[config.mk]
export PLATFORM = sky130hd
export DESIGN_NAME = periodic_task_dispatcher
export DESIGN_NICKNAME = d
export VERILOG_FILES = /design/src/rtl/ptd_pkg.sv /design/src/rtl/periodic_task_dispatcher.sv /design/src/rtl/ptd_cell.sv
export SDC_FILE = /design/constraint.sdc
export NUM_CORES = 2
export LEC_CHECK = 0
export BUFFER_PORTS_ARGS = -buffer_cell sky130_fd_sc_hd__buf_2
export CAP_MARGIN = 10
export CORE_ASPECT_RATIO = 1.25
export CORE_UTILIZATION = 30
export DETAILED_ROUTE_END_ITERATION = 7
export PLACE_DENSITY = 0.4
export SYNTH_ARGS = -nofsm -noshare
export SYNTH_HDL_FRONTEND = slang
export SYNTH_SLANG_ARGS = --single-unit
[constraint.sdc]
create_clock -name clk -period 18.8 [get_ports clk]
set_clock_uncertainty 0.2 [all_clocks]
set_input_delay 0 -clock clk [delete_from_list [all_inputs] [get_ports clk]]
set_output_delay 0 -clock clk [all_outputs]
set_load 0.02 [all_outputs]
[src/rtl/ptd_pkg.sv]
`default_nettype none
package ptd_pkg;
	localparam int SLOTS = 16;
	localparam int SW = $clog2(SLOTS);
	localparam int LW = $clog2(SLOTS + 1);

	localparam logic [1:0] CMD_CREATE   = 2'd0;
	localparam logic [1:0] CMD_DELETE   = 2'd1;
	localparam logic [1:0] CMD_TICK     = 2'd2;
	localparam logic [1:0] CMD_DISPATCH = 2'd3;

	localparam logic [2:0] KIND_CREATE = 3'd0;
	localparam logic [2:0] KIND_DELETE = 3'd1;
	localparam logic [2:0] KIND_TICK   = 3'd2;
	localparam logic [2:0] KIND_DUE    = 3'd3;
	localparam logic [2:0] KIND_END    = 3'd4;

	typedef struct packed {
		logic [1:0]  cmd;
		logic [7:0]  task_id;
		logic [15:0] period;
		logic [7:0]  priority_req;
		logic [3:0]  slot;
	} cmd_word_t;

	typedef struct packed {
		logic [2:0]  kind;
		logic        ok;
		logic [3:0]  handle;
		logic [7:0]  due_task;
		logic [15:0] elapsed_period;
		logic        last;
	} res_word_t;

	// order entry held in one cell of the chain
	typedef struct packed {
		logic          valid;
		logic [SW-1:0] slot;
		logic [7:0]    prio;
	} entry_t;

	// control broadcast from the sequencer to every cell
	typedef enum logic [2:0] {
		OP_HOLD   = 3'b001,
		OP_INSERT = 3'b010,
		OP_REMOVE = 3'b100
	} cell_op_t;

	typedef struct packed {
		cell_op_t      op;
		logic [SW-1:0] slot;
		logic [7:0]    prio;
		logic          rotate;
	} cell_ctl_t;
endpackage
`default_nettype wire

[src/rtl/periodic_task_dispatcher.sv]
`default_nettype none
// Periodic task dispatcher. Issue a command word with start while busy is low;
// results appear on res, each flagged by res_valid for one cycle, and must be
// taken as they come: there is no back-pressure. Create, delete and tick hold
// busy for one cycle and give their one word in the cycle after, and a new such
// command is taken only once busy is low again. Dispatch circulates the dispatch
// order, held in a chain of SLOTS cells, past the head once, one entry at a time
// (latch the head and its slot data, then check it): busy stays high through
// the walk, due words come as due entries are checked and the end marker
// follows in the first idle cycle. The slot tables are small memories read
// one slot per cycle.
module periodic_task_dispatcher (
	input  wire logic                clk,
	input  wire logic                arst_n,
	input  wire logic                start,
	output logic                     busy,
	input  wire ptd_pkg::cmd_word_t  cmd,
	input  wire logic                cfg_valid,
	output logic                     cfg_ready,
	input  wire logic [7:0]          cfg_data,
	output logic                     res_valid,
	output ptd_pkg::res_word_t       res
);
	import ptd_pkg::*;

	typedef enum logic [4:0] {
		ST_IDLE = 5'b00001,
		ST_EXEC = 5'b00010,
		ST_WALK = 5'b00100,
		ST_DUE  = 5'b01000,
		ST_END  = 5'b10000
	} state_t;

	state_t         state_q, state_d;
	cmd_word_t      c_q, c_d;
	logic [7:0]     maxp_q, maxp_d;
	logic [31:0]    now_q, now_d;
	logic [SLOTS-1:0] used_q, used_d;
	logic [LW-1:0]  cnt_q, cnt_d;
	logic [LW-1:0]  len_q, len_d;
	logic           res_valid_d;
	res_word_t      res_d;

	logic [7:0]     task_m [SLOTS];
	logic [15:0]    per_m  [SLOTS];
	logic [31:0]    run_m  [SLOTS];

	cell_ctl_t      ctl;
	entry_t         cells [SLOTS];
	logic           ins   [SLOTS];
	logic           rem   [SLOTS];
	logic           shift_in [SLOTS];
	entry_t         empty_e;

	logic [SW-1:0]  free_slot;
	logic           have_free;
	logic           create_ok, delete_ok;
	logic           wr_slot;
	logic           rem_any;
	logic           due_hit;

	// head entry read registered for the due check
	entry_t         head_s1;
	logic [7:0]     task_s1;
	logic [15:0]    per_s1;
	logic [31:0]    run_s1;

	assign empty_e   = '0;
	assign busy      = (state_q != ST_IDLE);
	assign cfg_ready = (state_q == ST_IDLE);

	// lowest free slot
	always_comb begin
		free_slot = '0;
		have_free = 1'b0;
		for (int i = SLOTS - 1; i >= 0; i--) begin
			if (!used_q[i]) begin
				free_slot = SW'(i);
				have_free = 1'b1;
			end
		end
	end

	assign create_ok = (c_q.task_id != 8'd0) && (c_q.period != 16'd0) &&
		(c_q.priority_req <= maxp_q) && have_free;
	assign delete_ok = used_q[c_q.slot[SW-1:0]];
	assign due_hit   = head_s1.valid && ((now_q - run_s1) >= {16'd0, per_s1});

	always_comb begin
		rem_any = 1'b0;
		for (int i = 0; i < SLOTS; i++) rem_any = rem_any | rem[i];
	end

	// broadcast control to the chain
	always_comb begin
		ctl.op     = OP_HOLD;
		ctl.slot   = free_slot;
		ctl.prio   = c_q.priority_req;
		ctl.rotate = 1'b0;
		if (state_q == ST_EXEC) begin
			case (c_q.cmd)
				CMD_CREATE: if (create_ok) ctl.op = OP_INSERT;
				CMD_DELETE: begin
					ctl.slot = c_q.slot[SW-1:0];
					if (delete_ok) ctl.op = OP_REMOVE;
				end
				default: ;
			endcase
		end
		if (state_q == ST_WALK && cnt_q != '0) ctl.rotate = 1'b1;
	end

	// chain of cells; remove shifts up from the matching cell, carried on shift_in
	for (genvar g = 0; g < SLOTS; g++) begin : g_cell
		logic   p_flag;
		entry_t p_e, n_e;
		if (g == 0) begin : g_head
			assign p_e = empty_e;
			assign p_flag = 1'b0;
		end else begin : g_body
			assign p_e = cells[g-1];
			assign p_flag = (ctl.op == OP_REMOVE) ? shift_in[g-1] : ins[g-1];
		end
		if (g == SLOTS - 1) begin : g_tail
			assign n_e = (ctl.rotate) ? cells[0] : empty_e;
		end else begin : g_mid
			assign n_e = cells[g+1];
		end
		assign shift_in[g] = (ctl.op == OP_REMOVE) ? (p_flag || rem[g]) : p_flag;
		ptd_cell u_cell (
			.clk(clk), .arst_n(arst_n), .ctl(ctl),
			.prev(p_e), .next(n_e), .prev_ins(shift_in[g]),
			.cur(cells[g]), .ins_here(ins[g]), .rem_here(rem[g])
		);
	end

	// slot tables
	assign wr_slot = (state_q == ST_EXEC) && (c_q.cmd == CMD_CREATE) && create_ok;
	always_ff @(posedge clk) begin
		if (wr_slot) begin
			task_m[free_slot] <= c_q.task_id;
			per_m[free_slot]  <= c_q.period;
			run_m[free_slot]  <= now_q;
		end
		if (state_q == ST_DUE && due_hit) begin
			run_m[head_s1.slot] <= now_q;
		end
		task_s1 <= task_m[cells[0].slot];
		per_s1  <= per_m[cells[0].slot];
		run_s1  <= run_m[cells[0].slot];
		head_s1 <= cells[0];
	end

	// sequencer: work out the next state and result word
	always_comb begin
		state_d     = state_q;
		c_d         = c_q;
		maxp_d      = maxp_q;
		now_d       = now_q;
		used_d      = used_q;
		cnt_d       = cnt_q;
		len_d       = len_q;
		res_valid_d = 1'b0;
		res_d       = '0;
		case (state_q)
			ST_IDLE: begin
				if (cfg_valid) maxp_d = cfg_data;
				if (start) begin
					c_d     = cmd;
					state_d = ST_EXEC;
				end
			end
			ST_EXEC: begin
				res_valid_d = (c_q.cmd != CMD_DISPATCH);
				res_d.last  = 1'b1;
				state_d     = ST_IDLE;
				case (c_q.cmd)
					CMD_CREATE: begin
						res_d.kind = KIND_CREATE;
						if (create_ok) begin
							res_d.ok     = 1'b1;
							res_d.handle = 4'(free_slot);
							used_d[free_slot] = 1'b1;
							len_d = len_q + LW'(1);
						end
					end
					CMD_DELETE: begin
						res_d.kind = KIND_DELETE;
						if (delete_ok) begin
							res_d.ok = 1'b1;
							used_d[c_q.slot[SW-1:0]] = 1'b0;
							if (rem_any) len_d = len_q - LW'(1);
						end
					end
					CMD_TICK: begin
						res_d.kind = KIND_TICK;
						now_d = now_q + 32'd1;
					end
					default: begin
						cnt_d   = LW'(SLOTS);
						state_d = ST_WALK;
					end
				endcase
			end
			ST_WALK: begin
				// latch the head, then rotate the row
				if (cnt_q != '0) cnt_d = cnt_q - LW'(1);
				state_d = ST_DUE;
			end
			ST_DUE: begin
				// report the latched head when it is due
				if (due_hit) begin
					res_valid_d          = 1'b1;
					res_d.kind           = KIND_DUE;
					res_d.handle         = 4'(head_s1.slot);
					res_d.due_task       = task_s1;
					res_d.elapsed_period = per_s1;
				end
				state_d = (cnt_q == '0) ? ST_END : ST_WALK;
			end
			ST_END: begin
				res_valid_d = 1'b1;
				res_d.kind  = KIND_END;
				res_d.last  = 1'b1;
				state_d     = ST_IDLE;
			end
			default: state_d = ST_IDLE;
		endcase
	end

	// sequencer registers
	always_ff @(posedge clk or negedge arst_n) begin
		if (!arst_n) begin
			state_q   <= ST_IDLE;
			c_q       <= '0;
			maxp_q    <= 8'd31;
			now_q     <= '0;
			used_q    <= '0;
			cnt_q     <= '0;
			len_q     <= '0;
			res_valid <= 1'b0;
			res       <= '0;
		end else begin
			state_q   <= state_d;
			c_q       <= c_d;
			maxp_q    <= maxp_d;
			now_q     <= now_d;
			used_q    <= used_d;
			cnt_q     <= cnt_d;
			len_q     <= len_d;
			res_valid <= res_valid_d;
			res       <= res_d;
		end
	end

	assert property (@(posedge clk) disable iff (!arst_n)
		len_q <= LW'(SLOTS)) else $error("order length overflow");
	assert property (@(posedge clk) disable iff (!arst_n)
		(state_q == ST_IDLE) |-> !res_valid || $past(state_q) != ST_IDLE)
		else $error("result with no work");
	assert property (@(posedge clk) disable iff (!arst_n)
		(start && !busy) |=> busy) else $error("start not taken");
endmodule
`default_nettype wire

[src/rtl/ptd_cell.sv]
`default_nettype none
module ptd_cell (
	input  wire logic             clk,
	input  wire logic             arst_n,
	input  wire ptd_pkg::cell_ctl_t ctl,
	input  wire ptd_pkg::entry_t  prev,
	input  wire ptd_pkg::entry_t  next,
	input  wire logic             prev_ins,
	output ptd_pkg::entry_t       cur,
	output logic                  ins_here,
	output logic                  rem_here
);
	import ptd_pkg::*;

	entry_t e_q;
	logic   prev_rem;
	logic   hit;

	assign cur = e_q;
	// insertion point: first entry of strictly greater priority, or first empty
	assign hit = !e_q.valid || (ctl.prio < e_q.prio);
	assign ins_here = prev_ins || hit;
	assign rem_here = e_q.valid && (e_q.slot == ctl.slot);

	// removal propagates from the matching cell downwards via prev_ins; prev_rem is tied low
	assign prev_rem = 1'b0;

	always_ff @(posedge clk or negedge arst_n) begin
		if (!arst_n) begin
			e_q <= '0;
		end else if (ctl.rotate) begin
			// circulate the row by one place
			e_q <= next;
		end else begin
			case (ctl.op)
				OP_INSERT: begin
					if (hit && !prev_ins) begin
						e_q <= '{valid: 1'b1, slot: ctl.slot, prio: ctl.prio};
					end else if (prev_ins) begin
						e_q <= prev;
					end
				end
				OP_REMOVE: begin
					if (prev_ins || prev_rem) begin
						e_q <= next;
					end
				end
				default: ;
			endcase
		end
	end
endmodule
`default_nettype wire

# ---- Yosys cells after proc, flatten, opt, wreduce, memory -nomap -nowiden
# Memories as Yosys holds them, arrays and structs flattened. A register that Yosys moved wholly into a read port is not among the register bits.
# Cells that the tools add are included.
dict set report totals {
  register_bits 351
  ramBits 896
  input_bits 50
  output_inout_bits 36
  word_cells 501
  n_memories 3
}
dict set report op_classes {
  n_addsub 3
  magnitude_cmp 22
  eq_ne 64
  mux 187
  bitwise_logic 3
  n_reduce_logical 152
}
# memory words width rd rd_clocked_by_memory_dff wr line_no
set mem_list {}
lappend mem_list {run_m 16 32 1 1 1 periodic_task_dispatcher.sv:46} ;# logic [31:0] run_m [SLOTS];
lappend mem_list {per_m 16 16 1 1 1 periodic_task_dispatcher.sv:45} ;# logic [15:0] per_m [SLOTS];
lappend mem_list {task_m 16 8 1 1 1 periodic_task_dispatcher.sv:44} ;# logic [7:0] task_m [SLOTS];
# cell n
set ops {}
lappend ops {{$mux 13} 65}
lappend ops {{$pmux 13 s2} 16}
lappend ops {{$lt 8x8->1} 16}
lappend ops {{$mux 4} 19}
lappend ops {{$eq 4x4->1} 16}
lappend ops {{$ne 4x2->1 const B} 16}
lappend ops {{$mux 1} 60}
lappend ops {{$reduce_and 3->1} 17}
lappend ops {{$ne 3x2->1 const B} 16}
lappend ops {{$logic_or 1x1->1} 46}
lappend ops {{$logic_and 1x1->1} 42}
lappend ops {{$add 32x1->32 const B} 1}
lappend ops {{$ge 32x16->1} 1}
lappend ops {{$logic_not 1->1} 32}
lappend ops {{$mux 16} 2}
lappend ops {{$mux 32} 1}
lappend ops {{$pmux 16 s2} 1}
lappend ops {{$reduce_or 32->1} 1}
lappend ops {{$sub 32x32->32} 1}
lappend ops {{$mux 28} 1}
lappend ops {{$mux 5} 5}
lappend ops {{$mux 24} 1}
lappend ops {{$pmux 5 s4} 1}
lappend ops {{$and 16x16->16} 1}
lappend ops {{41 further kinds} 53}

# ---- Depth between registers and ports, before layout
dict set report depth {
  depth_word 88
  mapped_depth 24
  depth_no_buf 23
}

# ---- Modules after synthesis
# From an unflattened synthesis, not the netlist that was laid out.
dict set report hier_totals {
  hier_cells 4327
  hier_area_um2 61642.9
}
# mod n_inst cells_per_inst area_each_um2 seq_area_each_um2
set by_module_without_submodules {}
lappend by_module_without_submodules {periodic_task_dispatcher 1 2295 43745.7 31587.8}
lappend by_module_without_submodules {ptd_cell 16 127 1118.6 325.3}

# ---- Worst setup path before layout
# No wires, ideal clock.
dict set report synth_path {
  path_type {register to register}
  start {reg now_q[0]}
  end {mem run_m[11][0] (enable)}
  setup_ns 0.511
  arrival_ns 7.266
  required_time_ns 18.089
  path_slack_ns 10.824
  stages_incl_launch_ff 19
  path_buffers 1
  synth_period_minus_slack_ns 7.976
  cell_sequence {dfrtp_1 -> inv_1 -> ha_1 -> inv_1 -> fa_1 -> a211oi_1 -> o21bai_1 -> o22a_1 -> a221oi_1 -> xnor2_1 -> ha_1 -> nand4_1 -> or3_1 -> o2111ai_1 -> nor4_1 -> nand4_1 -> nor4_1 -> clkbuf_1 -> o41ai_1}
}
dict set report synth_via {
  elab_chain_cells 8
  elab_cells_between_ends 9
  cone_classes {add/sub (1); order compare (1); mux (4); reduce/logical (3)}
}
# element line_no
set synth_lines {}
lappend synth_lines {{start, declared} periodic_task_dispatcher.sv:37} ;# logic [31:0] now_q, now_d;
lappend synth_lines {{start signal, assigned} periodic_task_dispatcher.sv:247} ;# now_q <= now_d;
lappend synth_lines {{$sub 32x32->32 (*)} periodic_task_dispatcher.sv:87} ;# assign due_hit = head_s1.valid && ((now_q - run_s1) >= {16'd0, per_s1});
lappend synth_lines {{$ge 32x16->1 (*)} periodic_task_dispatcher.sv:87}
lappend synth_lines {{$logic_and 1x1->1 (*)} periodic_task_dispatcher.sv:87}
lappend synth_lines {{$logic_and 1x1->1 (*)} periodic_task_dispatcher.sv:145} ;# if (state_q == ST_DUE && due_hit) begin
lappend synth_lines {{$mux 1 (*)} periodic_task_dispatcher.sv:145}
lappend synth_lines {{$mux 1 (implied by the code) (*)} periodic_task_dispatcher.sv:146} ;# run_m[head_s1.slot] <= now_q;
lappend synth_lines {{$reduce_or 32->1 (no source line)} n/a}
lappend synth_lines {{$mux 4 (no source line) / $mux 1 (equally long branches)} n/a}
lappend synth_lines {{end, declared} periodic_task_dispatcher.sv:46}
# Mark *: on every way between the ends. The rest lies on a longest branch, timed or not.

# ---- Worst setup path after layout
dict set report layout_path {
  start {reg now_q[0]}
  end {mem run_m[1][29] (enable)}
}
# The elaborated chain is that of the path after synthesis.

==> reports/qor.csv <==
stage,metric,value,unit
sta,RSZ-0062 raised after global routing,false,
clocking,clock buffer depth,3,
synthesis,Cells after Synth,4031,
sta,Setup Viol. Count Final,0,
sta,Final Hold Vio Count,0,
clocking,CTS buffer count,145,
sta,worst rel slew slack,0.296,
route,met2 routed WL,90.5,mm
global_route,GR Overflow Total,0,
sta,setup TNS,0,ps
finish,Finished Core Util,0.355,
floorplan,# rows,181,
worst_setup_path,Critical Path RT,19020,ps
global_route,Global Route Usage Sum,0.181,
finish,layout cells sized above 1,0.193,
synthesis,share of the synthesized area in the top cell type,0.456,
route,via count,35300,
floorplan,die area,198000,um^2
synthesis,largest family of logic cells by synthesized area,multiplexers,
floorplan,die width,398,um
synthesis,Synth Net Count,4251,
worst_hold_path,WHS Path Cells,1,
clocking,worst-skew pair later-pin latency,810,ps
synthesis,post-synthesis async set-or-reset flop share,0.266,
route,metal3 WL,5.68,mm
worst_setup_path,Worst EP arrival,7140,ps
floorplan,# IOs,86,
clocking,Post-CTS Setup Repair Bufs,0,
placed_design,Placed Instances,6558,
synthesis,Post-Syn Area per Cell,14.6,um^2
synthesis,post-synthesis compound-gate area fraction,0.0819,
synthesis,Mapped Area,58900,um^2
global_route,vias in the first global route,37100,
route,Final ANT Viol Nets,0,
placed_design,Post-DP Area,62800,um^2
global_route,first-pass GRT wire length,263,mm
route,final WL,179,mm
synthesis,Post-synth EDFFs,896,
worst_setup_path,reg2reg path depth,22,
synthesis,Synth top cells by count,"edfxtp_1, dfrtp_1, mux4_2",
synthesis,"area leader, netlist",edfxtp_1,
route,Initial DRT Pass Iterations,5,
route,max layer used,met4,
clocking,CTS Sinks,1303,
worst_hold_path,Worst Hold Class,reg -> reg,
worst_setup_path,Worst setup EP type,register,
synthesis,Adder-Cell Fraction of Synth Area,0.0362,
pwr,leakage dissipation,24.4,nW
route,drt wl/cell,25.7,um
worst_setup_path,Worst Setup Path Type,reg -> reg,
placed_design,Final HPWL DP,109,mm
synthesis,ranking of synthesized cells by area,"edfxtp_1, dfrtp_1, mux4_2, ha_1, mux2i_1",
synthesis,Yosys warnings,0,
floorplan,core area,195000,um^2
synthesis,simple-gate share of the synthesized area,0.0602,
floorplan,height of the chip,498,um
route,DRC errors left,0,
route,vias per cell,5.07,
synthesis,synth unique cells,85,
placed_design,IO Port Bufs,85,
sta,Final min period,6930,ps
placed_design,pre-CTS setup slack,11830,ps
global_route,initial antenna violation count,4,
status,run status,"finished, final reports clean",
synthesis,post-synthesis xor/xnor area fraction,0.0144,
pwr,worst vdd ir,0.0864,mV
sta,FMAX,144,MHz
finish,non-filler cells in the finished layout,6968,
sta,Worst Tran Pin Value,1050,ps
route,DRT iter0 DRCs,2090,
finish,area added between synthesis and finish,17.3,%
synthesis,Main synth FF type,edfxtp_1,
pwr,Power Density,136,nW/um^2
worst_setup_path,critical path peak fanout,33,
synthesis,most numerous cell in the Yosys netlist,edfxtp_1,
placed_design,gpl congestion,0.825,
synthesis,multiplexer area fraction after synthesis,0.154,
clocking,TritonCTS clock tree,yes,
floorplan,Initial Utilization,0.302,
sta,fin crit share,0.368,
synthesis,"FF+latch count, synth",1303,
finish,# nets final,4499,
worst_setup_path,R2R setup slack,11870,ps
global_route,largest net degree at the start of global routing,151,
sta,worst path setup slack after routing,11870,ps
clocking,H-tree levels,4,
clocking,clock transition at the registers of the reported paths,60,ps
worst_setup_path,startpoint types,register,
synthesis,"Seq/Total Area, Yosys",0.624,
sta,"Slew Viols, Final",0,
clocking,Root Driver,clkbuf_16,
route,Post-Route M1 WL,77.8,mm
finish,final instance area,69100,um^2
run,Max Cap Viol,0,
layer usage:
| metal | up-vias | global-route usage |
|---|---|---|
| li1 | 16100 | - |
| met1 | 18400 | 0.235 |
| met2 | 628 | 0.312 |
| met3 | 239 | 0.0251 |
| met4 | 0 | 0.0521 |
| met5 | - | 0 |
registers in the layout (all words and copies together), names as in the netlist:
register / count
per_s1: 16
res_valid: 1
res: 33
per_m: 256
g_cell.u_cell.cur: 208
task_s1: 8
c_q: 38
task_m: 128
maxp_q: 8
run_m: 512
now_q: 32
run_s1: 32
head_s1: 5
cnt_q: 5
used_q: 16
state_q: 5
through the flow:
stage / total power [mW] / hold slack, ps
floorplan: 5.50 / -496
global route: 9.91 / 261
detailed placement: 6.50 / -140
finish: 9.38 / 241
global placement: 6.50 / -145
CTS: 9.57 / 204
placed cells by master, fill, tap and decap left out, drive strengths merged, types with 49 or more instances in the layout:
cell	Yosys	final
edfxtp	896	896
dfrtp	340	340
mux4	282	282
nand2	244	244
inv	222	219
nor2	214	214
clkbuf	164	214
buf	59	189
mux2i	182	182
ha	169	169
o21ai	165	165
dlygate4sd3	0	135
a21oi	123	123
mux2	78	78
nand3	77	77
a21o	74	74
a211oi	69	69
dfxtp	61	61
nor3	58	58
clkinv	0	50
xnor2	49	49
final timing paths:
check | from | end
setup / recovery | now_q[0] | run_m[1][29]
hold / removal | task_s1[3] | res[20]
setup reg to reg | now_q[0] | run_m[1][29]
hold reg to reg | task_s1[3] | res[20]
max in group asynchronous | arst_n | g_cell[0].u_cell.cur[9]
min in group asynchronous | arst_n | g_cell[11].u_cell.cur[1]
power breakdown:
group / switching (mW) / internal [mW] / leakage, nW
Combinational: 1.41 / 1.16 / 9.41
Clock: 1.25 / 1.68 / 2.39
Sequential: 0.449 / 3.43 / 12.6
Total: 3.11 / 6.27 / 24.4
final cells by class:
cell class | instances | area (um^2)
Antenna cell | 2 | 5.00
Clock buffer | 214 | 4160
Clock inverter | 58 | 778
Fill cell | 18700 | 126000
Inverter | 222 | 833
Multi-Input combinational cell | 2283 | 20700
Sequential cell | 1303 | 36800
Tap cell | 2562 | 3210
Timing Repair Buffer | 324 | 2630
cell families after synthesis:
logic type	Yosys count
flip-flops	1303
AND/OR/NAND/NOR	763
AO/OA/AOI/OAI	711
multiplexers	542
buffers and inverters	445
adder cells (fa/ha/maj)	170
XOR/XNOR	97
worst max-delay path, cell delays in order (launching register included):
cell       delay [ps]
dfrtp_1           620
inv_1             200
ha_1              190
inv_1              60
fa_1              420
a211oi_1          260
o21bai_1          140
o22a_1            240
a221oi_1          760
xnor2_1           140
ha_1              220
a211oi_1          220
nor2_1             80
a31oi_1           120
nor4bb_1          210
o2111ai_1         150
nor4_1            280
nand4_1           150
nor4_2            280
buf_4             530
nor2_2            300
a41o_2            360
buf_4             310
repair_timing:
item | 4_1_cts | 5_1_grt
hold buffers | 136 | 0
resized for setup | 0 | 0
hold endpoints to repair | 279 | 0
Power figures use the tool's default switching activity.
